==> src/hw/rtl/bea_pkg.sv <==
package bea_pkg;

    localparam int NUM_W    = 14;
    localparam int STATUS_W = 2;
    localparam int WORD_W   = 32;
    localparam int POS_W    = 5;

    localparam logic [NUM_W-1:0] LIMIT_RESET = 14'd8192;

    localparam logic KIND_ALLOC = 1'b0;
    localparam logic KIND_FREE  = 1'b1;

    localparam logic [STATUS_W-1:0] ST_OK      = 2'd0;
    localparam logic [STATUS_W-1:0] ST_NO_FREE = 2'd1;
    localparam logic [STATUS_W-1:0] ST_RANGE   = 2'd2;

    typedef struct packed {
        logic             kind;
        logic [NUM_W-1:0] entry_number;
    } req_t;

    typedef struct packed {
        logic [NUM_W-1:0]    granted_number;
        logic [STATUS_W-1:0] status;
    } rsp_t;

    typedef struct packed {
        logic clr_step;
        logic load;
        logic scan;
        logic free_read;
        logic alloc_commit;
        logic alloc_fail;
        logic free_commit;
        logic free_reject;
    } cmd_t;

    typedef struct packed {
        logic clr_last;
        logic hit;
        logic miss;
        logic free_bad;
    } sts_t;

endpackage

==> src/hw/rtl/bea_ctrl.sv <==
module bea_ctrl (
    input  logic          clk,
    input  logic          rst_n,
    input  logic          start,
    input  logic          req_kind,
    output logic          busy,
    output bea_pkg::cmd_t cmd,
    input  bea_pkg::sts_t sts
);

    import bea_pkg::*;

    localparam logic [2:0] S_CLEAR   = 3'd0;
    localparam logic [2:0] S_IDLE    = 3'd1;
    localparam logic [2:0] S_SCAN    = 3'd2;
    localparam logic [2:0] S_FREE_RD = 3'd3;
    localparam logic [2:0] S_FREE_WR = 3'd4;

    logic [2:0] state_reg;
    logic [2:0] state_next;

    always_ff @(posedge clk or negedge rst_n)
    begin
        if (!rst_n)
        begin
            state_reg <= S_CLEAR;
        end
        else
        begin
            state_reg <= state_next;
        end
    end

    always_comb
    begin
        state_next = state_reg;
        cmd        = '0;
        case (state_reg)
            S_CLEAR:
            begin
                cmd.clr_step = 1'b1;
                if (sts.clr_last)
                begin
                    state_next = S_IDLE;
                end
            end
            S_IDLE:
            begin
                if (start)
                begin
                    cmd.load   = 1'b1;
                    state_next = (req_kind == KIND_FREE) ? S_FREE_RD : S_SCAN;
                end
            end
            S_SCAN:
            begin
                cmd.scan = 1'b1;
                if (sts.hit)
                begin
                    cmd.alloc_commit = 1'b1;
                    state_next       = S_IDLE;
                end
                else if (sts.miss)
                begin
                    cmd.alloc_fail = 1'b1;
                    state_next     = S_IDLE;
                end
            end
            S_FREE_RD:
            begin
                if (sts.free_bad)
                begin
                    cmd.free_reject = 1'b1;
                    state_next      = S_IDLE;
                end
                else
                begin
                    cmd.free_read = 1'b1;
                    state_next    = S_FREE_WR;
                end
            end
            S_FREE_WR:
            begin
                cmd.free_commit = 1'b1;
                state_next      = S_IDLE;
            end
            default:
            begin
                state_next = S_IDLE;
            end
        endcase
    end

    assign busy = (state_reg != S_IDLE);

    // An accepted request must raise busy in the next cycle, holding off the next one.
    a_start_busy: assert property (@(posedge clk) disable iff (!rst_n)
        (start && !busy) |=> busy)
        else $error("accepted request did not raise busy");

    // Only one result-producing command may fire in a cycle.
    a_one_finish: assert property (@(posedge clk) disable iff (!rst_n)
        $onehot0({cmd.alloc_commit, cmd.alloc_fail, cmd.free_commit, cmd.free_reject}))
        else $error("more than one finishing command");

endmodule

==> config.mk <==
export PLATFORM = sky130hd
export DESIGN_NAME = bea_ctrl
export DESIGN_NICKNAME = d
export VERILOG_FILES = /design/src/hw/rtl/bea_pkg.sv /design/src/hw/rtl/bea_ctrl.sv
export SDC_FILE = /design/constraint.sdc
export NUM_CORES = 1
export LEC_CHECK = 0
export BUFFER_PORTS_ARGS = -buffer_cell sky130_fd_sc_hd__buf_4
export CAP_MARGIN = 0
export CORE_AREA = 5 5 42 44
export DETAILED_ROUTE_END_ITERATION = 10
export DIE_AREA = 0 0 47 49
export PLACE_DENSITY = 0.5
export SETUP_SLACK_MARGIN = 0.02
export SLEW_MARGIN = 25
export SYNTH_ARGS = -nofsm -noshare
export SYNTH_HDL_FRONTEND = slang
export SYNTH_SLANG_ARGS = --single-unit
==> constraint.sdc <==
create_clock -name clk -period 1.2 [get_ports clk]
set_input_delay 0.24 -clock clk [delete_from_list [all_inputs] [get_ports clk]]
set_output_delay 0.24 -clock clk [all_outputs]
set_load 0.01 [all_outputs]
Yosys cells after proc, flatten, opt, wreduce, memory -nomap -nowiden
Index checks and enable logic that the tools add are counted.
{"block": "totals", "ff_bits": 3, "latchBits": 0, "ram_bits": 0, "romBits": 0, "in_bits": 8, "out_inout_bits": 9, "n_memories": 0}
{"block": "classes", "n_addsub": 0, "mul": 0, "div": 0, "n_lt_le_gt_ge": 0, "eq_ne": 8, "n_shift": 0, "muxes": 20, "bitwise": 0, "reduce_logical": 2}
{"operator": "$mux 3", "count": 5}
{"operator": "$mux 1", "count": 13}
{"operator": "$pmux 3 s4", "count": 1}
{"operator": "$eq 3x2->1 const B", "count": 2}
{"operator": "$ne 2x2->1 const B", "count": 2}
{"operator": "$eq 3x1->1 const B", "count": 1}
{"operator": "$eq 3x3->1 const B", "count": 1}
{"operator": "$logic_not 3->1", "count": 1}
{"operator": "$ne 3x1->1 const B", "count": 1}
{"operator": "$ne 3x3->1 const B", "count": 1}
{"operator": "$reduce_and 3->1", "count": 1}
{"operator": "$mux 2", "count": 1}

Longest topological paths before layout
{"block": "depth", "ltp_word": 3, "ltp_mapped": 4, "depth_no_buf": 3}

Least setup slack after synthesis
Ideal clock, no wire load.
{"block": "synth_path", "path_type": "reg2out", "startpoint": "reg state_reg[1]", "endpoint": "out cmd[6] (netlist name)", "arrival_ps": 1049, "slack_ps": -89, "stages_incl_launch_ff": 3, "n_path_buf": 0, "cell_sequence": "dfrtp_1 or3b_1 nor2_1"}
{"item": "from (decl)", "line": "bea_ctrl.sv:19", "text": "logic [2:0] state_reg;"}
{"item": "from (signal assigned)", "line": "bea_ctrl.sv:30", "text": "state_reg <= state_next;"}
{"item": "to (decl)", "line": "bea_ctrl.sv:7", "text": "output bea_pkg::cmd_t cmd,"}

==> impl_results.md <==
* Status: finished, violations left
* Violated checks: negative setup slack
* Post-layout min period at 1508 ps
* Data arrival, critical path at 1270 ps
* Largest net degree at the start of global routing at 8
* Placed cell area at 402.9 um^2
* Post-synth EDFFs at 0
* Io pins at 17
* Sequential area share after synthesis at 0.3448
* Final Hold Fails at 0
* CTS buffer count at 3
* Layout area overhead at 150.6%
* Cells after Synth at 26
* Max incr delay on CP at 440 ps
* Power, Total at 1.099 mW
* ANT cells at 0
* Required time worst endpoint at 960 ps
* Syn Area/Cell at 8.373 um^2
* # port buffers at 16
* Final TNS setup at -2114 ps
* P_leak at 0.2563 nW
* Initial antenna violation count at 0
* Post-synth top cells: nor2_1, dfrtp_1, inv_1
* Top cells by area, synth: dfrtp_1, nor2_1, nor3b_2
* CP max FO at 5
* Critical Path Start Type: flip-flop
* Vias in the first global route at 284
* Hold WS at 179.7 ps
* Row count at 14
* VDD IR-drop max at 970.5 uV
* Reg2Reg Depth at 5
* R2r setup slk at -70 ps
* Crit path kind: reg -> out
* Non-filler instance count after layout at 72
* Grt ovf at 0
* Max-slew violation total from the final report at 0
* Pwr/cell area at 2015 nW/um^2
* Vias at 297
* Max reg flops at 3
* Worst min path class: in -> reg
* Period utilization at 1.257
* # nets final at 65
* Antenna Violating Nets Remaining at 0
* Routed wire length at 682 um
* WL per Instance at 9.472 um
* Hold path startpoint: sts[0]
* Post-synth top area share at 0.3448
* Synth cell types at 20
* Die X at 47 um
* Cells along the critical path: or3b_4, nor2_4, buf_6
* # H-tree levels at 1
* DP Wirelength at 505.1 um
* First-pass GRT wire length at 1097 um
* Gp weighted congestion at 0.6319
* Clock tree from TritonCTS: done
* Clk_lat worst skew at 230 ps
* Clock Tree Buf Depth at 2
* Cell depth of the worst hold path at 2
* F_max at 663.2 MHz
* Setup ws final at -307.8 ps
* Setup violations, final at 10
* Final core occ at 0.3893
* Core area at 1401 um^2
* Clock sinks at 3
* Vias per inst at 4.125
* Pre-CTS setup slack at -95.18 ps
* Gr usage total at 0.07057
* CP Launch Point: state_reg[1]
* Worst r2r dst: state_reg[1]
* DIE HEIGHT at 49 um
* Post-route cell area at 545.5 um^2
* Clock Pin Slew Worst Setup and Hold Paths at 40 ps
* Layout Skew at 0.5682 ps
* Share of layout cells above drive strength 1 at 0.7321
* Rel. slew slack at 0.8803
* Root Buffer: clkbuf_4
* RSZ-0062 raised after global routing: yes
* Drt pass-1 iters at 2
* Number of remaining DRC errors at 0
* Die area at 2303 um^2
* CP endpoint kind: output pin
* Syn Nets at 34
* Reg2reg start: state_reg[2]
* Synth warnings at 0
* Yosys reg bits at 3
* Max-Cap Viols at 0
* Worst Hold Path EP: state_reg[2]
* Cell Area, Synth at 217.7 um^2
* Slew @ Worst Pin at 179.4 ps
* Starting Density at 0.1554
* Placed insts at 62
* Ys async rst share at 1.000
* Detailed Route Iter0 Violations at 2
* Most frequent cell after synthesis: nor2_1
* Worst path slowest cell: or3b_4
* Largest area contributor in the netlist: dfrtp_1
* Synth Flop Type: dfrtp_1
==> layout by cell type (no fill, tap or decap) <==
master	n
a31oi_1	1
and2_4	1
and3_4	1
buf_4	18
buf_6	8
clkbuf_1	1
clkbuf_4	3
dfrtp_1	1
dfrtp_2	2
dlygate4sd3_1	1
inv_1	2
nand2_1	1
nand2b_1	1
nand3b_1	1
nor2_1	2
nor2_2	1
nor2_4	1
nor2b_4	1
nor3_4	1
nor3b_4	2
o21ai_0	1
o21ai_1	1
o22ai_1	1
or2b_2	1
or3_1	1
or3b_4	1
==> how the worst max path moves through the flow <==
| stage | slack, ps | cells past startpoint | to |
|---|---|---|---|
| global route | -350 | 5 | cmd[4] |
| detailed placement | -100 | 3 | cmd[6] |
| finish | -310 | 3 | cmd[6] |
| global placement | -90 | 3 | cmd[6] |
| CTS | -320 | 3 | cmd[6] |
| floorplan | -8 | 3 | cmd[6] |
==> cell type report <==
type                       instances  area, um^2
clock buffer                       4       26.28
fill                             150       855.8
inverter                           2       7.507
multi-input combinational         20       178.9
sequential                         3       77.57
tap                               16       20.02
timing repair buffer              27       235.2
==> timing repair <==
item | 4_1_cts | 5_1_grt
endpoints found under the setup margin | 11 | 11
buffers inserted | 3 | 2
hold endpoints to repair | 3 | 0
resized for setup | 6 | 12
pin swaps | 1 | 4
hold buffers | 1 | 0
==> cell families after synthesis <==
group                  count (synthesis)  share of synthesized area
AOI/OAI and AO/OA                      4                     0.1034
DFF                                    3                     0.3448
buffers and inverters                  3                    0.08622
and+or+nand+nor                       16                     0.4656
==> metal layers <==
| layer | global-route usage | vias to the layer above | wire length (um) |
|---|---|---|---|
| li1 | - | 150 | - |
| met1 | 0.08186 | 134 | 255 |
| met2 | 0.08597 | 11 | 363 |
| met3 | 0.02583 | 2 | 43 |
| met4 | 0.08295 | 0 | 19 |
| met5 | 0 | - | 0 |
==> power by group <==
part           internal (mW)  leakage, nW  total (mW)  switching (mW)
clock network          0.124       0.0150       0.174          0.0495
registers              0.143       0.0352       0.196          0.0531
logic                  0.452        0.206       0.729           0.277
total                  0.720        0.256        1.10           0.379
==> critical path: cells and delay by family (launching register included) <==
family	cells	cell delay, ps
and+or+nand+nor	2	530
DFF	1	410
buffers and inverters	1	100
Power figures use the tool's default switching activity.
